### config.mk
export PLATFORM = sky130hd
export DESIGN_NAME = next_even_7_smooth_number
export DESIGN_NICKNAME = d
export VERILOG_FILES = /design/src/sv/nes7_pkg.sv /design/src/sv/next_even_7_smooth_number.sv /design/src/sv/nes7_ctrl.sv /design/src/sv/nes7_dp.sv
export SDC_FILE = /design/constraint.sdc
export NUM_CORES = 1
export LEC_CHECK = 0
export BUFFER_PORTS_ARGS = -buffer_cell sky130_fd_sc_hd__buf_2
export CORE_MARGIN = 2
export CORE_UTILIZATION = 40
export DETAILED_ROUTE_END_ITERATION = 12
export GPL_TIMING_DRIVEN = 0
export MAX_ROUTING_LAYER = met4
export PLACE_DENSITY = 0.66
export SYNTH_ARGS = -nofsm -noshare
export SYNTH_HDL_FRONTEND = slang
export SYNTH_SLANG_ARGS = --single-unit
export TNS_END_PERCENT = 10
### constraint.sdc
create_clock -name clk -period 24.7 [get_ports clk]
set_clock_uncertainty 0.15 [all_clocks]
set_input_delay 0 -clock clk [delete_from_list [all_inputs] [get_ports clk]]
set_output_delay 0 -clock clk [all_outputs]
set_load 0.02 [all_outputs]
### src/sv/nes7_pkg.sv
package nes7_pkg;

  localparam int unsigned IO_W = 25;

  localparam logic [1:0] DIV2 = 2'd0;
  localparam logic [1:0] DIV3 = 2'd1;
  localparam logic [1:0] DIV5 = 2'd2;
  localparam logic [1:0] DIV7 = 2'd3;

  localparam logic [31:0] INV3 = 32'hAAAA_AAAB;
  localparam logic [31:0] INV5 = 32'hCCCC_CCCD;
  localparam logic [31:0] INV7 = 32'hB6DB_6DB7;

  typedef struct packed {
    logic load;
    logic step;
    logic next;
    logic finish;
  } nes7_cmd_t;

  typedef struct packed {
    logic smooth;
    logic fail;
  } nes7_status_t;

endpackage

### src/sv/next_even_7_smooth_number.sv
// next_even_7_smooth_number
// returns the smallest even number at or above a request whose only prime
// factors are 2, 3, 5 and 7; a request of 0 returns 0, one above 2**WIDTH returns 2**WIDTH
// input: request_size is taken on a rising edge with start high and busy low
// output: chosen_size is valid for exactly one cycle while done is high; the
// receiver cannot stall, so every result is a transfer in that cycle
// busy stays high from the cycle after the transfer in until done rises;
// a new request may be given in the same cycle that done is high
// search: candidates step by 2 from the request; each candidate costs
// one trial per prime factor removed plus one per divisor ruled out (at most
// 4 failed trials per candidate)
// the search is set by the single trial-division unit in the datapath, one
// exact division by 2, 3, 5 or 7 per cycle; one request is worked at a time,
// so a new one is taken only once the last result is out
// reset: synchronous, returns the controller to idle with no strobe pending
module next_even_7_smooth_number #(
  parameter int unsigned WIDTH = 24
) (
  input  logic                      clk,
  input  logic                      rst,
  input  logic                      start,
  output logic                      busy,
  input  logic [nes7_pkg::IO_W-1:0] request_size,
  output logic                      done,
  output logic [nes7_pkg::IO_W-1:0] chosen_size
);
  import nes7_pkg::*;

  nes7_cmd_t    cmd;
  nes7_status_t status;

  nes7_ctrl u_ctrl (
    .clk    (clk),
    .rst    (rst),
    .start  (start),
    .status (status),
    .cmd    (cmd),
    .busy   (busy),
    .done   (done)
  );

  nes7_dp #(
    .WIDTH (WIDTH)
  ) u_dp (
    .clk          (clk),
    .cmd          (cmd),
    .request_size (request_size),
    .status       (status),
    .chosen_size  (chosen_size)
  );

endmodule

### src/sv/nes7_ctrl.sv
module nes7_ctrl (
  input  logic                  clk,
  input  logic                  rst,
  input  logic                  start,
  input  nes7_pkg::nes7_status_t status,
  output nes7_pkg::nes7_cmd_t   cmd,
  output logic                  busy,
  output logic                  done
);
  import nes7_pkg::*;

  localparam logic S_IDLE = 1'b0;
  localparam logic S_RUN  = 1'b1;

  logic state;
  logic state_next;
  logic done_next;

  always_comb begin
    state_next = state;
    done_next  = 1'b0;
    cmd        = '0;
    case (state)
      S_IDLE: begin
        if (start) begin
          cmd.load   = 1'b1;
          state_next = S_RUN;
        end
      end
      S_RUN: begin
        if (status.smooth) begin
          cmd.finish = 1'b1;
          done_next  = 1'b1;
          state_next = S_IDLE;
        end else if (status.fail) begin
          cmd.next = 1'b1;
        end else begin
          cmd.step = 1'b1;
        end
      end
      default: begin
        state_next = S_IDLE;
      end
    endcase
  end

  always_ff @(posedge clk) begin
    if (rst) begin
      state <= S_IDLE;
      done  <= 1'b0;
    end else begin
      state <= state_next;
      done  <= done_next;
    end
  end

  assign busy = (state == S_RUN);

  a_one_cmd: assert property (@(posedge clk) disable iff (rst)
    $onehot0({cmd.load, cmd.step, cmd.next, cmd.finish}))
    else $error("more than one datapath command");

  a_done_after_run: assert property (@(posedge clk) disable iff (rst)
    done |-> ($past(state) == S_RUN) && (state == S_IDLE))
    else $error("result strobe without a finished search");

  a_load_starts_run: assert property (@(posedge clk) disable iff (rst)
    cmd.load |=> busy && !done)
    else $error("accepted request did not start a search");

endmodule

### src/sv/nes7_dp.sv
module nes7_dp #(
  parameter int unsigned WIDTH = 24
) (
  input  logic                       clk,
  input  nes7_pkg::nes7_cmd_t        cmd,
  input  logic [nes7_pkg::IO_W-1:0]  request_size,
  output nes7_pkg::nes7_status_t     status,
  output logic [nes7_pkg::IO_W-1:0]  chosen_size
);
  import nes7_pkg::*;

  localparam int unsigned CW = (WIDTH + 1 > IO_W) ? WIDTH + 1 : IO_W;
  localparam logic [CW-1:0] LIMIT = CW'(64'd1 << WIDTH);
  localparam logic [CW-1:0] THR3 = CW'(((64'd1 << CW) - 64'd1) / 64'd3);
  localparam logic [CW-1:0] THR5 = CW'(((64'd1 << CW) - 64'd1) / 64'd5);
  localparam logic [CW-1:0] THR7 = CW'(((64'd1 << CW) - 64'd1) / 64'd7);

  logic [CW-1:0]   cand;
  logic [CW-1:0]   val;
  logic [1:0]      sel;
  logic [CW-1:0]   req_ext;
  logic [CW-1:0]   req_sat;
  logic [CW-1:0]   start_cand;
  logic [CW-1:0]   cand_plus;
  logic [CW-1:0]   inv;
  logic [CW-1:0]   thr;
  logic [CW-1:0]   prod;
  logic [CW-1:0]   quot;
  logic            divisible;

  // exact division by odd constants via the modular inverse, by 2 via a shift
  always_comb begin
    case (sel)
      DIV3:    begin inv = INV3[CW-1:0]; thr = THR3; end
      DIV5:    begin inv = INV5[CW-1:0]; thr = THR5; end
      DIV7:    begin inv = INV7[CW-1:0]; thr = THR7; end
      default: begin inv = INV3[CW-1:0]; thr = THR3; end
    endcase
    prod = val * inv;
    if (sel == DIV2) begin
      divisible = ~val[0];
      quot      = val >> 1;
    end else begin
      divisible = (prod <= thr);
      quot      = prod;
    end
  end

  assign req_ext    = CW'(request_size);
  assign req_sat    = (req_ext > LIMIT) ? LIMIT : req_ext;
  assign start_cand = req_sat + CW'(req_sat[0]);
  assign cand_plus  = cand + CW'(2);

  assign status.smooth = (val <= CW'(1)) || (cand >= LIMIT);
  assign status.fail   = !divisible && (sel == DIV7);

  always_ff @(posedge clk) begin
    if (cmd.load) begin
      cand <= start_cand;
      val  <= start_cand;
      sel  <= DIV2;
    end else if (cmd.next) begin
      cand <= cand_plus;
      val  <= cand_plus;
      sel  <= DIV2;
    end else if (cmd.step) begin
      if (divisible) begin
        val <= quot;
      end else begin
        sel <= sel + 2'd1;
      end
    end
    if (cmd.finish) begin
      chosen_size <= cand[IO_W-1:0];
    end
  end

endmodule

; Word level (Yosys, flattened, before mapping)
; Index checks and enable logic that the tools add are counted.
[totals]
ff_bits = 79
latchBits = 0
ram_bits = 0
romBits = 0
input_bits = 28
word_cells = 50
memories = 0
[op_classes]
add_sub_neg = 3
n_mul = 1
n_div = 0
n_lt_le_gt_ge = 4
eq_ne = 2
shifts = 0
mux = 20
n_bitwise = 3
n_reduce_logical = 11
[op_table]
columns = operator, count
row1 = 25-bit 2-to-1 mux, 8
row2 = 24-bit case mux with 2 select lines, 1
row3 = 23-bit case mux with 2 select lines, 1
row4 = 25-bit by 1-bit adder with 25-bit output, 1
row5 = 25-bit by 2-bit adder with 25-bit output (second input constant), 1
row6 = 25-bit greater-or-equal comparator (second input constant), 1
row7 = 25-bit > comparator (second input constant), 1
row8 = 25-bit by 1-bit less-or-equal comparator with 1-bit output (second input constant), 1
row9 = 25-bit by 24-bit less-or-equal comparator with 1-bit output, 1
row10 = 25-bit by 24-bit multiplier with 25-bit output, 1
row11 = 1-bit 2-to-1 mux, 7
row12 = 3-bit nonzero test, 2
row13 = 2-bit == test (second input constant), 2
row14 = 2-bit AND reduction, 2
row15 = 2-bit OR reduction, 2
row16 = 3-bit 2-to-1 mux, 1
row17 = 1-bit inverter, 3
row18 = 2-bit by 1-bit adder with 2-bit output (second input constant), 1
row19 = 2-bit zero test, 1
row20 = 2-bit 2-to-1 mux, 1
row21 = 1-bit case mux with 2 select lines, 1
row22 = 2-bit nonzero test, 1
row23 = 1-bit logical AND, 1
row24 = 1-bit zero test, 1
row25 = 1-bit logical OR, 1

; Logic depth before layout (Yosys ltp)
[depth]
word_depth = 13
ltp_mapped = 39
depth_no_buf = 36

; Cells and area by module
; From an unflattened synthesis, not the netlist that was laid out.
[unflattened]
hier_cells = 1416
hier_area_um2 = 13148.9
[by_module_without_submodules]
columns = mod, instances, cells_per_inst, area_each_um2, seq_area_each_um2
row1 = nes7_dp, 1, 1405, 13050.0, 2232.1
row2 = nes7_ctrl, 1, 11, 98.8, 40.0

; Worst setup path before layout
; Ideal clock, no wire load.
[synth_timing]
path_type = flip-flop to flip-flop
startpoint = register u_dp.sel[1]
endpoint = register u_dp.val[17] (data pin)
t_arrival_ns = 9.019
t_required_ns = 24.291
path_slack_ns = 15.273
stages_incl_launch_ff = 35
n_path_buf = 3
period_less_slack_ns = 9.427
cell_sequence = dfxtp_1 -> ha_1 -> buf_2 -> nor2_1 -> inv_1 -> clkbuf_1 -> buf_1 -> nand2_1 -> fa_1 -> inv_1 -> fa_1 -> inv_1 -> fa_1 -> fa_1 -> inv_1 -> fa_1 -> fa_1 -> inv_1 -> fa_1 -> inv_1 -> ha_1 -> a211o_1 -> a2111o_1 -> o21ai_0 -> nand2_1 -> xor2_1 -> ha_1 -> nand4b_1 -> nor4_1 -> nand2_1 -> o41ai_2 -> o311ai_4 -> nand4_4 -> nand2_1 -> o221a_2
[synth_via]
elab_chain_cells = 12
word_cells_on_any_way = 18
cone_classes = mul: 1 / order compare: 1 / eq/ne: 2 / mux: 11 / reduce/logical: 3
[synth_rtl]
columns = item, line
row1 = from (decl), nes7_dp.sv:20  ; logic [1:0] sel;
row2 = from (signal assigned), nes7_dp.sv:70  ; sel <= sel + 2'd1;
row3 = "2-bit == test, on equally long branches", "nes7_dp.sv:33, nes7_dp.sv:55"
row4 = 23-bit case mux with 2 select lines, nes7_dp.sv:33  ; case (sel)
row5 = 25-bit by 24-bit multiplier with 25-bit output, nes7_dp.sv:39  ; prod = val * inv;
row6 = 25-bit by 24-bit less-or-equal comparator with 1-bit output, nes7_dp.sv:44  ; divisible = (prod <= thr);
row7 = 1-bit 2-to-1 mux, nes7_dp.sv:40  ; if (sel == DIV2) begin
row8 = 1-bit zero test, nes7_dp.sv:55  ; assign status.fail = !divisible && (sel == DIV7);
row9 = 1-bit logical AND, nes7_dp.sv:55
row10 = 1-bit 2-to-1 mux, nes7_ctrl.sv:35  ; end else if (status.fail) begin
row11 = 2-bit 2-to-1 mux, nes7_ctrl.sv:31  ; if (status.smooth) begin
row12 = 3-bit 2-to-1 mux, nes7_ctrl.sv:23  ; case (state)
row13 = 25-bit 2-to-1 mux *, nes7_dp.sv:62  ; end else if (cmd.next) begin
row14 = 25-bit 2-to-1 mux *, nes7_dp.sv:58  ; if (cmd.load) begin
row15 = to (signal assigned), nes7_dp.sv:60  ; val <= start_cand;
row16 = to (signal assigned), nes7_dp.sv:64  ; val <= cand_plus;
row17 = to (signal assigned), nes7_dp.sv:68  ; val <= quot;
row18 = to (decl), nes7_dp.sv:19  ; logic [CW-1:0] val;
; Every way passes the cells marked *; elsewhere a longest branch is shown, timed or not. The select of a mux whose other input is x is not followed.
; A chain may end at the register's enable or synchronous reset.

; Final worst setup path
; Same ends and word-level chain as after synthesis.

==> summary.md <==
| Metric | Value |
|---|---|
| DP Area | `0.0140 mm^2` |
| # diodes | `0` |
| Max_cap viols | `0` |
| Grt ovf | `0` |
| Most numerous cell on the critical path | `fa_1` |
| Initial core utilization | `between 40% and 50%` |
| Worst setup EP type | `register` |
| Met1 usage | `between 30% and 40%` |
| Slew Limit Fails | `0` |
| Largest net degree at the start of global routing | `27` |
| Vias in the first global route | `10.6k` |
| DRC | `0` |
| DR vias | `9915` |
| Initial antenna violation count | `0` |
| Synth cell types | `70` |
| Total iterations of the first detailed-routing run | `5` |
| Met3 Track Usage GR | `3.09%` |
| Clock insertion delay at the later pin of the skew report | `0.34 ns` |
| Global Route met2 Usage | `between 30% and 40%` |
| Final setup viols | `0` |
| Cts bufs inserted | `9` |
| Hpwl dp | `32000 um` |
| # placed instances | `roughly 1.9k` |
| Routed WL per cell | `~20 um` |
| Clk root buf | `clkbuf_16` |
| CTS sink cnt | `77` |
| I/O pin count | `55` |
| CTS resizes | `0` |
| Syn avg cell area | `between 9 and 10 um^2` |
| Synth Instances | `about 1.4k` |
| Period utilisation layout | `48.0%` |
| GP Congestion | `0.961` |
| Via/cell ratio | `5.16` |
| RSZ-0062 raised after global routing | `false` |
| Slowest cell on crit path | `buf_1` |
| Critical Path AT | `11.81 ns` |
| Rel. slew slack | `between 20% and 30%` |
| Worst slack at placement | `approximately 13 ns` |
| DR iter-0 viols | `804` |
| Outcome | `complete, no violations` |
| Core ar. | `0.0325 mm^2` |
| Synth Cell Area | `0.0132 mm^2` |
| Final WL | `37600 um` |
| Share of cells above drive strength 1 | `6.22%` |
| Flops & latches, synth | `77` |
| Max Buffers Root-to-Sink | `2` |
| Chip Width | `186 um` |
| Critical path's largest stage delay | `roughly 0.74 ns` |
| Critical path fanouts, max | `26` |
| Num rows | `between 60 and 70` |
| Cell Count, Final, Fillers Out | `1920` |
| Routed Antenna Nets | `0` |
| Final setup margin | `12.83 ns` |
| Async SR Flop Fraction | `0%` |
| TritonCTS clock tree | `yes` |
| F_max | `approximately 84 MHz` |
| PortBufs | `53` |
| Final net count | `1825` |
| Die Height | `186 um` |
| Most Crowded Layer GR | `met2` |
| CTS HTree Levels | `3` |
| Yosys warns | `0` |
| Post-synth EDFFs | `73` |
| Fin. Hold Viols | `0` |
| Startpoint types | `register` |
| Aggregate global-route resource usage | `about a quarter` |
| Die area | `~0.034 mm^2` |
| Setup Crit Path Kind | `register to register` |
| Top FF cell, synth | `edfxtp_1` |
| First-pass GRT wire length | `around 60000 um` |
| Fin crit period | `11.87 ns` |
| Design area | `0.0144 mm^2` |
| Sequential area share after synthesis | `17.2%` |
| Worst-path clk slew | `about 0.060 ns` |
| Tightest Hold Check Type | `primary input to register` |
| Worst-Margin Slew | `1.18 ns` |
| Synth-to-layout area growth | `8.68%` |
| Crit path required time | `24.64 ns` |
| Setup total negative slack | `0 ns` |
==> metal layers <==
| layer | part of all wire [%] | wire length (um) | vias to the layer above |
|---|---|---|---|
| met5 | 0 | 0 | - |
| met4 | 3.5 | 1320 | 0 |
| met3 | 6.5 | 2440 | 79 |
| met2 | 48 | 18100 | 363 |
| met1 | 42 | 15800 | 4912 |
| li1 | - | - | 4561 |
==> cells in the mapped netlist, types with 2 or more instances <==
cell / n / area share, %
a211o_1: 3 / 0.20
a211oi_1: 8 / 0.45
a21boi_0: 4 / 0.23
a21o_1: 6 / 0.34
a21oi_1: 45 / 1.7
a311oi_1: 6 / 0.40
a31oi_1: 3 / 0.14
and2_1: 12 / 0.57
and3_1: 7 / 0.33
and4_1: 2 / 0.13
buf_1: 3 / 0.085
buf_2: 3 / 0.11
clkbuf_1: 25 / 0.71
conb_1: 2 / 0.057
dfxtp_1: 4 / 0.61
edfxtp_1: 73 / 17
fa_1: 211 / 32
ha_1: 113 / 11
inv_1: 368 / 10
mux2_2: 8 / 0.68
mux2i_1: 21 / 1.6
nand2_1: 93 / 2.6
nand2b_1: 23 / 1.1
nand3_1: 25 / 0.95
nand3b_1: 3 / 0.17
nand4_1: 16 / 0.76
nor2_1: 94 / 2.7
nor2b_1: 9 / 0.43
nor3_1: 10 / 0.38
nor4_1: 15 / 0.71
o2111ai_1: 2 / 0.13
o211a_1: 2 / 0.15
o211ai_1: 5 / 0.28
o21a_1: 10 / 0.57
o21ai_0: 28 / 1.1
o21bai_1: 5 / 0.28
o22ai_1: 9 / 0.43
o311ai_1: 2 / 0.13
o31a_1: 2 / 0.13
o41ai_2: 2 / 0.25
or3_1: 3 / 0.14
xnor2_1: 63 / 4.2
xor2_1: 32 / 2.1
==> final timing paths <==
path	start	to	slack, ns	cells past startpoint
setup / recovery	u_dp.sel[1]	u_dp.val[17]	12.83	34
hold / removal	request_size[11]	u_dp.cand[11]	0.02	3
setup reg to reg	u_dp.sel[1]	u_dp.val[17]	12.83	34
hold reg to reg	u_dp.cand[2]	u_dp.chosen_size[2]	0.35	0
==> worst max-delay path, delay by kind of cell, from the launching register on <==
kind,cells,cell delay [ns]
buffers and inverters,8,2.22
adder cells (fa/ha/maj),10,4.44
XOR/XNOR,1,0.14
AO/OA/AOI/OAI,7,1.76
flip-flops,1,0.42
AND/OR/NAND/NOR,8,2.44
==> logic make-up (layout without fill, tap and decap cells) <==
logic type	after synthesis	in the layout	share of synthesized area [%]
buffers and inverters	403	473	11.6
other	2	3	0.0568
adders and majority gates	324	324	42.7
xor gates and xnor gates	96	96	6.47
muxes	30	30	2.36
and+or+nand+nor	317	317	11.3
AOI/OAI and AO/OA	158	158	8.33
DFF	77	77	17.2
==> cell type report <==
cell class                      instances  area, um^2
Inverter                              370        1390
Fill cell                            3237       18200
Buffer                                 33         139
Clock inverter                          7        90.1
Sequential cell                        77        2270
Multi-Input combinational cell        928        9420
Tap cell                              442         553
Clock buffer                            9         225
Timing Repair Buffer                   54         275
==> repair_timing <==
item / 4_1_cts / 5_1_grt
setup buffers: 0 / 0
hold buffers: 1 / 0
endpoints found under the hold margin: 2 / 0
==> state kept, by name (all words and copies together) (netlist names) <==
signal / flops
u_dp.sel: 2
u_ctrl.done: 1
u_dp.val: 25
u_dp.chosen_size: 24
u_dp.cand: 24
u_ctrl.busy: 1
==> cell usage in the layout, fill, tap and decap left out, types with 28 or more instances in the layout <==
master | synthesis | routed
inv_1 | 368 | 368
fa_1 | 211 | 211
ha_1 | 113 | 113
nor2_1 | 94 | 94
nand2_1 | 93 | 93
edfxtp_1 | 73 | 73
xnor2_1 | 63 | 63
buf_2 | 3 | 56
a21oi_1 | 45 | 45
xor2_1 | 32 | 32
o21ai_0 | 28 | 28
==> metrics by stage <==
step                util [%]  hold slack, ns
finish                  44.1          0.0174
floorplan                  -         -0.0784
CTS                     44.1         0.00154
global placement        43.1          0.0396
detailed placement      43.1          0.0416
global route            44.1          0.0422
Power is left out: the tool's default activity adds up to more than one toggle a clock period on the data nets, which glitch-free logic cannot reach.
